`src/hdl/scba_pkg.sv`:
```
// Shared types and constants of the size-class bitmap allocator.
package scba_pkg;
	localparam int NumPoolsDef = 4;
	localparam int MaxBlocksDef = 64;
	localparam int QueueDepthDef = 2;
	localparam int SizeW = 13;
	localparam int CountW = 7;
	localparam int ReqW = 16;
	localparam int OffW = 20;
	localparam int StatW = 3;
	localparam int PoolW = 2;
	localparam int CfgIdxW = 3;
	localparam int CfgDatW = 13;

	localparam logic [StatW-1:0] ST_ALLOC    = 3'd0;
	localparam logic [StatW-1:0] ST_TOO_BIG  = 3'd1;
	localparam logic [StatW-1:0] ST_NO_MEM   = 3'd2;
	localparam logic [StatW-1:0] ST_FREED    = 3'd3;
	localparam logic [StatW-1:0] ST_NO_POOL  = 3'd4;
	localparam logic [StatW-1:0] ST_MISALIGN = 3'd5;

	// queued item after classification
	typedef struct packed {
		logic            kind;
		logic            too_big;
		logic [ReqW-1:0] req;
		logic [OffW-1:0] off;
	} cmd_t;
endpackage

```
`src/hdl/scba_front.sv`:
```
// Front end: take items, flag oversize requests, queue them for the back end.
module scba_front import scba_pkg::*; #(
	parameter int Depth = QueueDepthDef
) (
	input  logic            clk,
	input  logic            arst_n,
	input  logic            in_valid,
	output logic            in_ready,
	input  logic            kind,
	input  logic [ReqW-1:0] request_size,
	input  logic [OffW-1:0] release_offset,
	input  logic [SizeW-1:0] last_size,
	output logic            cmd_valid,
	input  logic            cmd_ready,
	output cmd_t            cmd
);
	localparam int AW = (Depth > 1) ? $clog2(Depth) : 1;
	cmd_t            fifo_q [Depth];
	logic [AW-1:0]   wp_q, rp_q;
	logic [AW:0]     cnt_q;
	cmd_t            c;
	logic            push, pop;

	assign in_ready  = (cnt_q != (AW+1)'(Depth));
	assign cmd_valid = (cnt_q != '0);
	assign cmd       = fifo_q[rp_q];
	assign push      = in_valid && in_ready;
	assign pop       = cmd_valid && cmd_ready;

	always_comb begin
		c.kind    = kind;
		c.req     = request_size;
		c.off     = release_offset;
		c.too_big = ({3'b0, last_size} < request_size);
	end

	always_ff @(posedge clk) begin
		if (push) fifo_q[wp_q] <= c;
	end

	always_ff @(posedge clk or negedge arst_n) begin
		if (!arst_n) begin
			wp_q  <= '0;
			rp_q  <= '0;
			cnt_q <= '0;
		end else begin
			if (push) wp_q <= (wp_q == AW'(Depth-1)) ? '0 : wp_q + 1'b1;
			if (pop)  rp_q <= (rp_q == AW'(Depth-1)) ? '0 : rp_q + 1'b1;
			cnt_q <= cnt_q + (AW+1)'(push) - (AW+1)'(pop);
		end
	end
endmodule

```
`src/hdl/scba_div.sv`:
```
// Restoring divider: quotient and remainder of a 20-bit value by a 13-bit size.
module scba_div import scba_pkg::*; (
	input  logic             clk,
	input  logic             arst_n,
	input  logic             start,
	input  logic [OffW-1:0]  dividend,
	input  logic [SizeW-1:0] divisor,
	output logic             done,
	output logic [OffW-1:0]  quot,
	output logic [SizeW-1:0] rem
);
	logic [OffW-1:0]  q_q;
	logic [SizeW:0]   r_q;
	logic [SizeW-1:0] d_q;
	logic [4:0]       n_q;
	logic             busy_q;
	logic [SizeW:0]   sh;
	logic [SizeW+1:0] diff;

	assign sh   = {r_q[SizeW-1:0], q_q[OffW-1]};
	assign diff = {1'b0, sh} - {2'b0, d_q};
	assign quot = q_q;
	assign rem  = r_q[SizeW-1:0];

	always_ff @(posedge clk or negedge arst_n) begin
		if (!arst_n) begin
			busy_q <= 1'b0;
			done   <= 1'b0;
			n_q    <= '0;
		end else begin
			done <= 1'b0;
			if (start) begin
				busy_q <= 1'b1;
				n_q    <= 5'(OffW);
			end else if (busy_q) begin
				n_q <= n_q - 1'b1;
				if (n_q == 5'd1) begin
					busy_q <= 1'b0;
					done   <= 1'b1;
				end
			end
		end
	end

	always_ff @(posedge clk) begin
		if (start) begin
			q_q <= dividend;
			r_q <= '0;
			d_q <= divisor;
		end else if (busy_q) begin
			if (!diff[SizeW+1]) begin
				r_q <= diff[SizeW:0];
				q_q <= {q_q[OffW-2:0], 1'b1};
			end else begin
				r_q <= sh;
				q_q <= {q_q[OffW-2:0], 1'b0};
			end
		end
	end
endmodule

```
`src/hdl/scba_back.sv`:
```
// Back end: pool bitmaps, pool walk, slot search and divider-based release.
module scba_back import scba_pkg::*; #(
	parameter int NumPools  = NumPoolsDef,
	parameter int MaxBlocks = MaxBlocksDef
) (
	input  logic                      clk,
	input  logic                      arst_n,
	input  logic                      cmd_valid,
	output logic                      cmd_ready,
	input  cmd_t                      cmd,
	input  logic [NumPools-1:0][SizeW-1:0]  bsize,
	input  logic [NumPools-1:0][CountW-1:0] bcount,
	output logic                      out_valid,
	input  logic                      out_ready,
	output logic [StatW-1:0]          status,
	output logic [OffW-1:0]           block_offset,
	output logic [PoolW-1:0]          pool_index
);
	localparam int PW = (NumPools > 1) ? $clog2(NumPools) : 1;
	localparam int SW = (MaxBlocks > 1) ? $clog2(MaxBlocks) : 1;
	localparam int CW = $clog2(MaxBlocks + 1);
	localparam int BW = 32;

	typedef enum logic [5:0] {
		S_IDLE = 6'b000001, S_POOL = 6'b000010, S_SCAN = 6'b000100,
		S_DIV  = 6'b001000, S_WAITD = 6'b010000, S_OUT = 6'b100000
	} state_t;

	state_t                 st_q;
	logic [MaxBlocks-1:0]   map_q [NumPools];
	cmd_t                   cmd_q;
	logic [PW-1:0]          p_q;
	logic [SW-1:0]          s_q;
	logic [BW-1:0]          base_q, span_q;
	logic [StatW-1:0]       stat_q;
	logic [OffW-1:0]        boff_q;
	logic [PoolW-1:0]       pidx_q;
	logic [CW-1:0]          slots;
	logic [BW-1:0]          span;
	logic                   last_p, last_s;
	logic                   dstart, ddone;
	logic [OffW-1:0]        dquot;
	logic [SizeW-1:0]       drem;
	logic [BW-1:0]          rel;

	always_comb begin
		slots = '0;
		if (bsize[p_q] != '0)
			slots = (BW'(bcount[p_q]) > BW'(MaxBlocks)) ? CW'(MaxBlocks)
				: CW'(bcount[p_q]);
		span   = BW'(bsize[p_q]) * BW'(slots);
		last_p = (p_q == PW'(NumPools-1));
		last_s = ({1'b0, s_q} + 1'b1 >= (SW+1)'(slots));
		rel    = BW'(cmd_q.off) - base_q;
	end

	assign cmd_ready    = (st_q == S_IDLE);
	assign out_valid    = (st_q == S_OUT);
	assign status       = stat_q;
	assign block_offset = boff_q;
	assign pool_index   = pidx_q;
	assign dstart       = (st_q == S_DIV);

	scba_div u_div (
		.clk(clk), .arst_n(arst_n), .start(dstart),
		.dividend(rel[OffW-1:0]), .divisor(bsize[p_q]),
		.done(ddone), .quot(dquot), .rem(drem)
	);

	always_ff @(posedge clk or negedge arst_n) begin
		if (!arst_n) begin
			st_q <= S_IDLE;
			for (int i = 0; i < NumPools; i++) map_q[i] <= '1;
		end else begin
			unique case (st_q)
				S_IDLE: if (cmd_valid) begin
					if (!cmd.kind && cmd.too_big) st_q <= S_OUT;
					else st_q <= S_POOL;
				end
				S_POOL: begin
					if (!cmd_q.kind) begin
						if (bsize[p_q] >= cmd_q.req[SizeW-1:0] && cmd_q.req[15:13] == '0
							&& slots != '0)
							st_q <= S_SCAN;
						else if (last_p) st_q <= S_OUT;
					end else begin
						if (BW'(cmd_q.off) >= base_q && rel < span) st_q <= S_DIV;
						else if (last_p) st_q <= S_OUT;
					end
				end
				S_SCAN: begin
					if (map_q[p_q][s_q]) begin
						map_q[p_q][s_q] <= 1'b0;
						st_q <= S_OUT;
					end else if (last_s) begin
						st_q <= last_p ? S_OUT : S_POOL;
					end
				end
				S_DIV:   st_q <= S_WAITD;
				S_WAITD: if (ddone) begin
					if (drem == '0) map_q[p_q][dquot[SW-1:0]] <= 1'b1;
					st_q <= S_OUT;
				end
				S_OUT: if (out_ready) st_q <= S_IDLE;
				default: st_q <= S_IDLE;
			endcase
		end
	end

	always_ff @(posedge clk) begin
		case (st_q)
			S_IDLE: begin
				cmd_q  <= cmd;
				p_q    <= '0;
				s_q    <= '0;
				base_q <= '0;
				boff_q <= '0;
				pidx_q <= '0;
				stat_q <= cmd.kind ? ST_NO_POOL : (cmd.too_big ? ST_TOO_BIG : ST_NO_MEM);
			end
			S_POOL: begin
				span_q <= span;
				s_q    <= '0;
				if (!cmd_q.kind) begin
					if (!(bsize[p_q] >= cmd_q.req[SizeW-1:0] && cmd_q.req[15:13] == '0
						&& slots != '0) && !last_p) begin
						base_q <= base_q + span;
						p_q    <= p_q + 1'b1;
					end
				end else if (!(BW'(cmd_q.off) >= base_q && rel < span) && !last_p) begin
					base_q <= base_q + span;
					p_q    <= p_q + 1'b1;
				end
			end
			S_SCAN: begin
				if (map_q[p_q][s_q]) begin
					stat_q <= ST_ALLOC;
					pidx_q <= PoolW'(p_q);
					boff_q <= OffW'(base_q + BW'(s_q) * BW'(bsize[p_q]));
				end else if (last_s && !last_p) begin
					base_q <= base_q + span_q;
					p_q    <= p_q + 1'b1;
				end else begin
					s_q <= s_q + 1'b1;
				end
			end
			S_WAITD: if (ddone) begin
				pidx_q <= PoolW'(p_q);
				stat_q <= (drem == '0) ? ST_FREED : ST_MISALIGN;
			end
			default: ;
		endcase
	end
endmodule

```
`src/hdl/size_class_bitmap_allocator.sv`:
```
// Size-class bitmap allocator: config registers, front queue and back end.
// A too-big request goes straight to the result; an allocation walks the pools and
// scans their slots; a free walks the pools up to the holding pool and then runs
// the 20-step serial divider; a free that is in no pool walks every pool.
// One item in the back end at a time: the next is taken once the last result is accepted.
// Reset (arst_n, async): sizes 32/64/128/256, counts 64, every slot free.
module size_class_bitmap_allocator import scba_pkg::*; #(
	parameter int NumPools  = NumPoolsDef,
	parameter int MaxBlocks = MaxBlocksDef
) (
	input  logic               clk,
	input  logic               arst_n,
	input  logic               in_valid,
	output logic               in_ready,
	input  logic               kind,
	input  logic [ReqW-1:0]    request_size,
	input  logic [OffW-1:0]    release_offset,
	output logic               out_valid,
	input  logic               out_ready,
	output logic [StatW-1:0]   status,
	output logic [OffW-1:0]    block_offset,
	output logic [PoolW-1:0]   pool_index,
	input  logic               cfg_valid,
	output logic               cfg_ready,
	input  logic [CfgIdxW-1:0] cfg_index,
	input  logic [CfgDatW-1:0] cfg_data
);
	logic [NumPools-1:0][SizeW-1:0]  size_q;
	logic [NumPools-1:0][CountW-1:0] count_q;
	logic cmd_valid, cmd_ready;
	cmd_t cmd;

	assign cfg_ready = 1'b1;

	always_ff @(posedge clk or negedge arst_n) begin
		if (!arst_n) begin
			for (int i = 0; i < NumPools; i++) begin
				size_q[i]  <= (i < 8) ? SizeW'((32 << i) > 4096 ? 4096 : (32 << i))
					: SizeW'(4096);
				count_q[i] <= CountW'(64);
			end
		end else if (cfg_valid) begin
			for (int i = 0; i < NumPools; i++) begin
				if (i < 4 && cfg_index == CfgIdxW'(i)) size_q[i] <= cfg_data;
				if (i < 4 && cfg_index == CfgIdxW'(i + 4)) count_q[i] <= cfg_data[CountW-1:0];
			end
		end
	end

	scba_front u_front (
		.clk(clk), .arst_n(arst_n), .in_valid(in_valid), .in_ready(in_ready),
		.kind(kind), .request_size(request_size), .release_offset(release_offset),
		.last_size(size_q[NumPools-1]), .cmd_valid(cmd_valid),
		.cmd_ready(cmd_ready), .cmd(cmd)
	);

	scba_back #(.NumPools(NumPools), .MaxBlocks(MaxBlocks)) u_back (
		.clk(clk), .arst_n(arst_n), .cmd_valid(cmd_valid), .cmd_ready(cmd_ready),
		.cmd(cmd), .bsize(size_q), .bcount(count_q), .out_valid(out_valid),
		.out_ready(out_ready), .status(status), .block_offset(block_offset),
		.pool_index(pool_index)
	);
endmodule

```
`config.mk`:
```
export PLATFORM = sky130hd
export DESIGN_NAME = size_class_bitmap_allocator
export DESIGN_NICKNAME = d
export VERILOG_FILES = /design/src/hdl/scba_pkg.sv /design/src/hdl/scba_front.sv /design/src/hdl/scba_div.sv /design/src/hdl/scba_back.sv /design/src/hdl/size_class_bitmap_allocator.sv
export SDC_FILE = /design/constraint.sdc
export NUM_CORES = 2
export LEC_CHECK = 0
export ABC_AREA = 1
export BUFFER_PORTS_ARGS = -buffer_cell sky130_fd_sc_hd__buf_2
export CORE_ASPECT_RATIO = 0.9
export CORE_UTILIZATION = 40
export CTS_BUF_LIST = sky130_fd_sc_hd__clkbuf_4 sky130_fd_sc_hd__clkbuf_8 sky130_fd_sc_hd__clkbuf_16
export DETAILED_ROUTE_END_ITERATION = 8
export PLACE_DENSITY_LB_ADDON = 0.15
export SLEW_MARGIN = 20
export SYNTH_ARGS = -nofsm -noshare
export SYNTH_HDL_FRONTEND = slang
export SYNTH_SLANG_ARGS = --single-unit
export TNS_END_PERCENT = 30
```
`constraint.sdc`:
```
create_clock -name clk -period 9.21 [get_ports clk]
set_clock_uncertainty 0.2 [all_clocks]
set_input_delay 2.763 -clock clk [delete_from_list [all_inputs] [get_ports clk]]
set_output_delay 2.763 -clock clk [all_outputs]
set_load 0.02 [all_outputs]
```
---- Word-level counts from Yosys, hierarchy flattened ----
Memory sizes are Yosys's and may differ from the RTL's.
Cells that the tools add are included.
storage, ports and cells
  memories ................................ 1
  memory bits (writable) .................. 76
  word-level logic and storage cells ...... 212
  output and inout bits ................... 28
  register bits after elaboration ......... 521
operators by class
  eq/ne operators ......................... 27
  $add $sub $neg .......................... 13
  bitwise operators ....................... 4
  reduce and logical (&&, ||, !) cells .... 43
  magnitude comparators ................... 13
  multipliers ............................. 2
  mux-type cells .......................... 77
memories
  memory          depth  bits a word  rd ports  clocked after Yosys merged registers in  write ports  line              text
  u_front.fifo_q  2      38           1         0                                        1            scba_front.sv:18  cmd_t fifo_q [Depth];
operators by type and width
  operator             number
  $mux W256            3
  $pmux W256 S2        1
  $and A256 B256 Y256  1
  $demux W64 S2        2
  $mux W64             4
  $not A256 Y256       1
  $or A256 B256 Y256   1
  $mux W32             5
  $bmux W64 S2         1
  $pmux W32 S3         1
  $mux W6              13
  $add A32 B20 Y32     2
  $mux W20             3
  $pmux W20 S2         1
  $pmux W6 S6          1
  $ge A20 B32 Y1       1
  $lt A32 B20 Y1       1
  $sub A20 B32 Y32     1
  $bmux W13 S2         1
  $mux W13             2
  $mux W7              3
  $add A20 B19 Y20     1
  $mul A13 B7 Y20      1
  $mul A6 B13 Y19      1
  56 further kinds     127

---- Depth between registers and ports, before layout ----
  word-level depth ........................ 13
  depth in mapped cells ................... 52

---- By module ----
A second synthesis with hierarchy kept.
second synthesis, totals
  cells, all modules ...................... 5306
  area, all modules ....................... 40832.9 µm²
modules (own cells, without submodules)
  module                       area an instance (µm²)  cells each  instances
  scba_back                    31087.3                 4259        1
  scba_front                   3305.7                  278         1
  size_class_bitmap_allocator  3245.6                  370         1
  scba_div                     3194.3                  399         1

---- Worst setup path after synthesis ----
No wires, ideal clock.
  kind .................................... register -> register
  start ................................... register u_back.p_q[0]
  end ..................................... register u_back.base_q[0], enable pin
  path slack .............................. -0.030 ns
  library setup time ...................... 0.437 ns
  required time ........................... 8.573 ns
  arrival time ............................ 8.604 ns
  cell stages (with the launch flop) ...... 47
  path buffers ............................ 5
  cells stage by stage .................... edfxtp_1 > buf_4 > buf_2 > buf_2 > buf_2 > buf_2 > o21ai_0 > o22ai_1 > inv_1 > nand2_1 > nor3_1 > nand2_1 > nand2_1 > inv_1 > nor2_1 > inv_2 > nor2_1 > nand2_1 > [... 11 more ...] > o21ai_0 > a31oi_1 > o21ai_0 > nand3_1 > nand2_1 > xor2_1 > inv_1 > ha_1 > nand4_1 > a31oi_1 > a2111oi_0 > nand2_1 > nand2_1 > nand2_1 > nand2_1 > nand2_1 > nand2_1 > a21oi_1
on the way
  cells in the longest elaborated chain, start to end .. 12
  elaborated cells on any way between the ends .. 34
  classes of those cells .................. 1 x mul; 4 x order compare; 5 x eq/ne; 11 x mux; 1 x bitwise; 12 x reduce/logical
RTL lines
  item                                    line                              text
  from (decl)                             scba_back.sv:32                   logic [PW-1:0] p_q;
  from (signal assigned)                  scba_back.sv:128                  p_q <= p_q + 1'b1;
  from (signal assigned)                  scba_back.sv:132                  p_q <= p_q + 1'b1;
  from (signal assigned)                  scba_back.sv:142                  p_q <= p_q + 1'b1;
  $bmux W7 S2                             scba_back.sv:49, scba_back.sv:50
  $mux W7 (implied by the code)           scba_back.sv:49, scba_back.sv:50
  $gt A7 B7 Y1                            scba_back.sv:49                   slots = (BW'(bcount[p_q]) > BW'(MaxBlocks)) ? CW'(MaxBlocks)
  $mux W7                                 scba_back.sv:49
  $mux W7                                 scba_back.sv:48                   if (bsize[p_q] != '0)
  $mul A13 B7 Y20 (*)                     scba_back.sv:51                   span = BW'(bsize[p_q]) * BW'(slots);
  named net u_back.span[15]               scba_back.sv:39                   logic [BW-1:0] span;
  $lt A32 B20 Y1 (*)                      scba_back.sv:130                  end else if (!(BW'(cmd_q.off) >= base_q && rel < span) && !last_p) begin
  $logic_and A1 B1 Y1 (*)                 scba_back.sv:130
  $logic_not A1 Y1 (*)                    scba_back.sv:130
  $logic_and A1 B1 Y1 (*)                 scba_back.sv:130
  $ne A3 B3 Y1 (no source line) (*)       n/a
  $reduce_and A5 Y1 (no source line) (*)  n/a
  to (signal assigned)                    scba_back.sv:127                  base_q <= base_q + span;
  to (signal assigned)                    scba_back.sv:131                  base_q <= base_q + span;
  to (signal assigned)                    scba_back.sv:141                  base_q <= base_q + span_q;
  to (decl)                               scba_back.sv:34                   logic [BW-1:0] base_q, span_q;
Mark *: on every way through the listed nets, which the timed path passes. The rest lies on a longest branch. The select of a mux whose other input is x is not followed.
A chain may end at the register's enable or synchronous reset.

---- Worst setup path in the final report ----
  start ................................... register u_back.p_q[0]
  end ..................................... register u_back.base_q[21], enable pin
The elaborated chain is that of the path after synthesis.

==> results.md <==
* # setup viols final at 0
* Core area at around 97000 sq um
* Nets at around 5200
* Top cell type by total area after synthesis: dfstp_2
* Yosys reg bits at between 500 and 600
* Antenna violations before repair at 1
* Syn avg cell area at 8.045 sq um
* WP data required at 9.37 ns
* Outcome: finished, final reports clean
* Row count at around 110
* Worst Hold Depth at 2
* Residual DRC at 0
* Via-per-instance ratio at roughly 5.5
* Die height at around 300 um
* Final count of hold timing violations at 0
* Routed wire per std cell at between 20 and 25 um
* GR Overflow Total at 0
* Filler cells at between 9000 and 10000
* Period Utilization, post-route at 91.62%
* Yosys top cell area share at between 10% and 20%
* Synth area leaders: dfstp_2 (18%), edfxtp_1 (18%), nand2_1 (9.9%)
* DIE WIDTH at ~330 um
* H-tree depth at 3
* Synth warn at 0
* Slowest cell on the critical path: fa_1
* Initial DRC count at 3174
* Reg2reg path depth at 42
* Routability Congestion at ~0.9
* Final instance area at 43380 sq um
* Clk Latency, worst-skew pair at approximately 0.67 ns
* Worst-path maximum fanout at ~50
* Syn Inst Count at between 4000 and 5000
* Worst path most repeated cell: nand2_1
* Final Slew Violations at 0
* RSZ-0062 raised after global routing: no
* Worst Tran Pin Value at approximately 1.2 ns
* Detail Placement HPWL at approximately 84 mm
* Synthesized area at roughly 39000 sq um
* Clock Sinks at 597
* Largest net degree at the start of global routing at roughly 110
* Max stage delay on crit path at 0.51 ns
* Area Growth Syn to Fin at 10.98%
* Setup TNS at 0 ns
* CTS root buf: clkbuf_16
* Post-route ant nets at 0
* CTS tree: built
* Pre-antenna DRT Iters at 5
* CTS Buffer Depth at 3
* Synth unique cells at between 60 and 70
* Ant. Diodes at 0
* Die ar. at around 99000 sq um
* Vias in the first global route at 32260
* Asr flop ratio synth at between 50% and 60%
* Crit. End Element: flip-flop
* Worst Setup Start Kind: flip-flop
* Share of the yosys chip area belonging to registers at about two fifths
* First-pass GRT wire length at 194.9 mm
* Worst R2R Setup Slack at about 0.77 ns
* Hold Path Sink: u_back.map_q[121]$_DFFE_PN1P_
* Peak Freq at 118.5 MHz
* Initial cell density of the core at between 40% and 50%
* DRT Wirelength at ~130 mm
* Placed inst area at approximately 40000 sq um
* Port buffer count at 84
* Gr usage total at between 20% and 30%
* Syn Nets at around 5200
* Worst-path clk slew at roughly 0.060 ns
* I/O pin cnt at 86
* Hold crit path type: reg2reg
* Max-cap violations at 0
* Hold Startpoint: u_back.map_q[121]$_DFFE_PN1P_
* Kind of critical path: reg2reg
* Critical Path AT at about 8.6 ns
* Share of cells above drive strength 1 at about an eighth
* Worst reg2reg startpoint: u_back.p_q[0]$_SDFFCE_PN0P_
* Fin crit period at 8.439 ns
* CTS buffer count at 73
* Rel. slew slack at between 10% and 20%
* Via count at 33790
* Hold_ws at between 0.2 and 0.3 ns
* Ys flop type: dfstp_2
* Number of synthesized flops with an enable pin at ~230
* R2r endpoint: u_back.base_q[21]$_SDFFCE_PN0P_
logic make-up after synthesis:
kind of cell,Yosys count,share of synthesized area [%]
buffers and inverters,809,8.342
xor gates and xnor gates,52,1.165
DFF,597,41.86
AOI/OAI and AO/OA,1144,15.98
other,1,0.009594
and+or+nand+nor,1954,20.72
adders and majority gates,302,11.93
through the flow:
stage / util, % / cells / setup slack [ns]
finish: 44.90 / 6200 / 0.7714
global route: 44.90 / 6200 / 0.04186
CTS: 44.82 / 6193 / 0.5779
detailed placement: 42.20 / 6059 / 0.6014
global placement: 42.16 / 6058 / 0.5273
floorplan: - / 4859 / 0.6431
area by class of cell:
cell class | instances | area (sq um) | area share, %
clock buffer | 112 | 2265 | 5.221
clock inverter | 22 | 272.8 | 0.6288
inverter | 576 | 2183 | 5.033
multi-input combinational | 3453 | 19560 | 45.08
sequential | 597 | 16360 | 37.72
tap | 1265 | 1583 | 3.649
timing repair buffer | 175 | 1159 | 2.671
flip-flops by register name, summed over array words and instances, names as in the netlist, 13 cells and up:
signal               cells
u_front.fifo_q          76
count_q                 28
u_back.cmd_q            37
u_back.base_q           32
u_back.block_offset     20
size_q                  52
u_back.span_q           20
u_back.map_q           256
u_back.u_div.r_q        13
u_back.u_div.quot       20
u_back.u_div.d_q        13
synth_stat cells, types with 17 or more instances:
cell type,count
buf_2,67
o21ai_1,135
clkbuf_1,119
inv_1,549
nand3_1,107
nor4_1,17
a21oi_1,261
or2_2,17
nand4_1,50
ha_1,184
edfxtp_1,231
buf_4,21
o21a_1,67
nand2_1,1035
o22ai_1,28
nor2_1,503
fa_1,118
xnor2_1,18
dfrtp_1,88
o31ai_1,41
xor2_1,34
o21ai_0,535
dfstp_2,265
nor3_1,184
buf_1,18
critical path, delay by kind of cell (launching register included):
family | cells | cell delay, ns
fa+ha+maj | 6 | 2.60
simple gates | 20 | 2.23
compound gates | 7 | 1.43
buf+inv | 8 | 0.99
flops | 1 | 0.44
xor+xnor | 1 | 0.21
repair_timing:
| action | CTS | global route |
|---|---|---|
| hold buffers | 0 | 0 |
| setup endpoints to repair | 0 | 32 |
| buffers inserted | 0 | 7 |
| gates resized for setup | 0 | 7 |
per-layer routing:
layer  vias up  share of wire (%)  GRT usage (%)
li1      16140                  -              -
met1     16300                 47          37.48
met2      1152                 43          37.51
met3       194                7.6          4.166
met4         0                2.5          7.320
met5         -                  0              0
placed cells by master, fill, tap and decap left out, types with 106 or more instances in the layout:
cell | Yosys | layout
ha_1 | 184 | 184
nor3_1 | 184 | 184
fa_1 | 118 | 118
o21ai_0 | 535 | 534
o21ai_1 | 135 | 136
inv_1 | 549 | 546
nor2_1 | 503 | 501
nand2_1 | 1035 | 1035
edfxtp_1 | 231 | 231
nand3_1 | 107 | 106
dfstp_2 | 265 | 265
a21oi_1 | 261 | 259
worst max path at each step:
stage | start | end | slack, ns
final | u_back.p_q[0]$_SDFFCE_PN0P_ | u_back.base_q[21]$_SDFFCE_PN0P_ | 0.77
after global routing | u_back.p_q[0]$_SDFFCE_PN0P_ | u_back.base_q[26]$_SDFFCE_PN0P_ | 0.04
after CTS | u_back.p_q[0]$_SDFFCE_PN0P_ | u_back.base_q[26]$_SDFFCE_PN0P_ | 0.58
after detailed placement | u_back.p_q[0]$_SDFFCE_PN0P_ | u_back.base_q[26]$_SDFFCE_PN0P_ | 0.60
after global placement | u_back.p_q[0]$_SDFFCE_PN0P_ | u_back.base_q[26]$_SDFFCE_PN0P_ | 0.53
after floorplan | u_back.p_q[0]$_SDFFCE_PN0P_ | u_back.base_q[0]$_SDFFCE_PN0P_ | 0.64
Power is left out: the tool's default activity adds up to more than one toggle a clock period on the data nets, which glitch-free logic cannot reach.
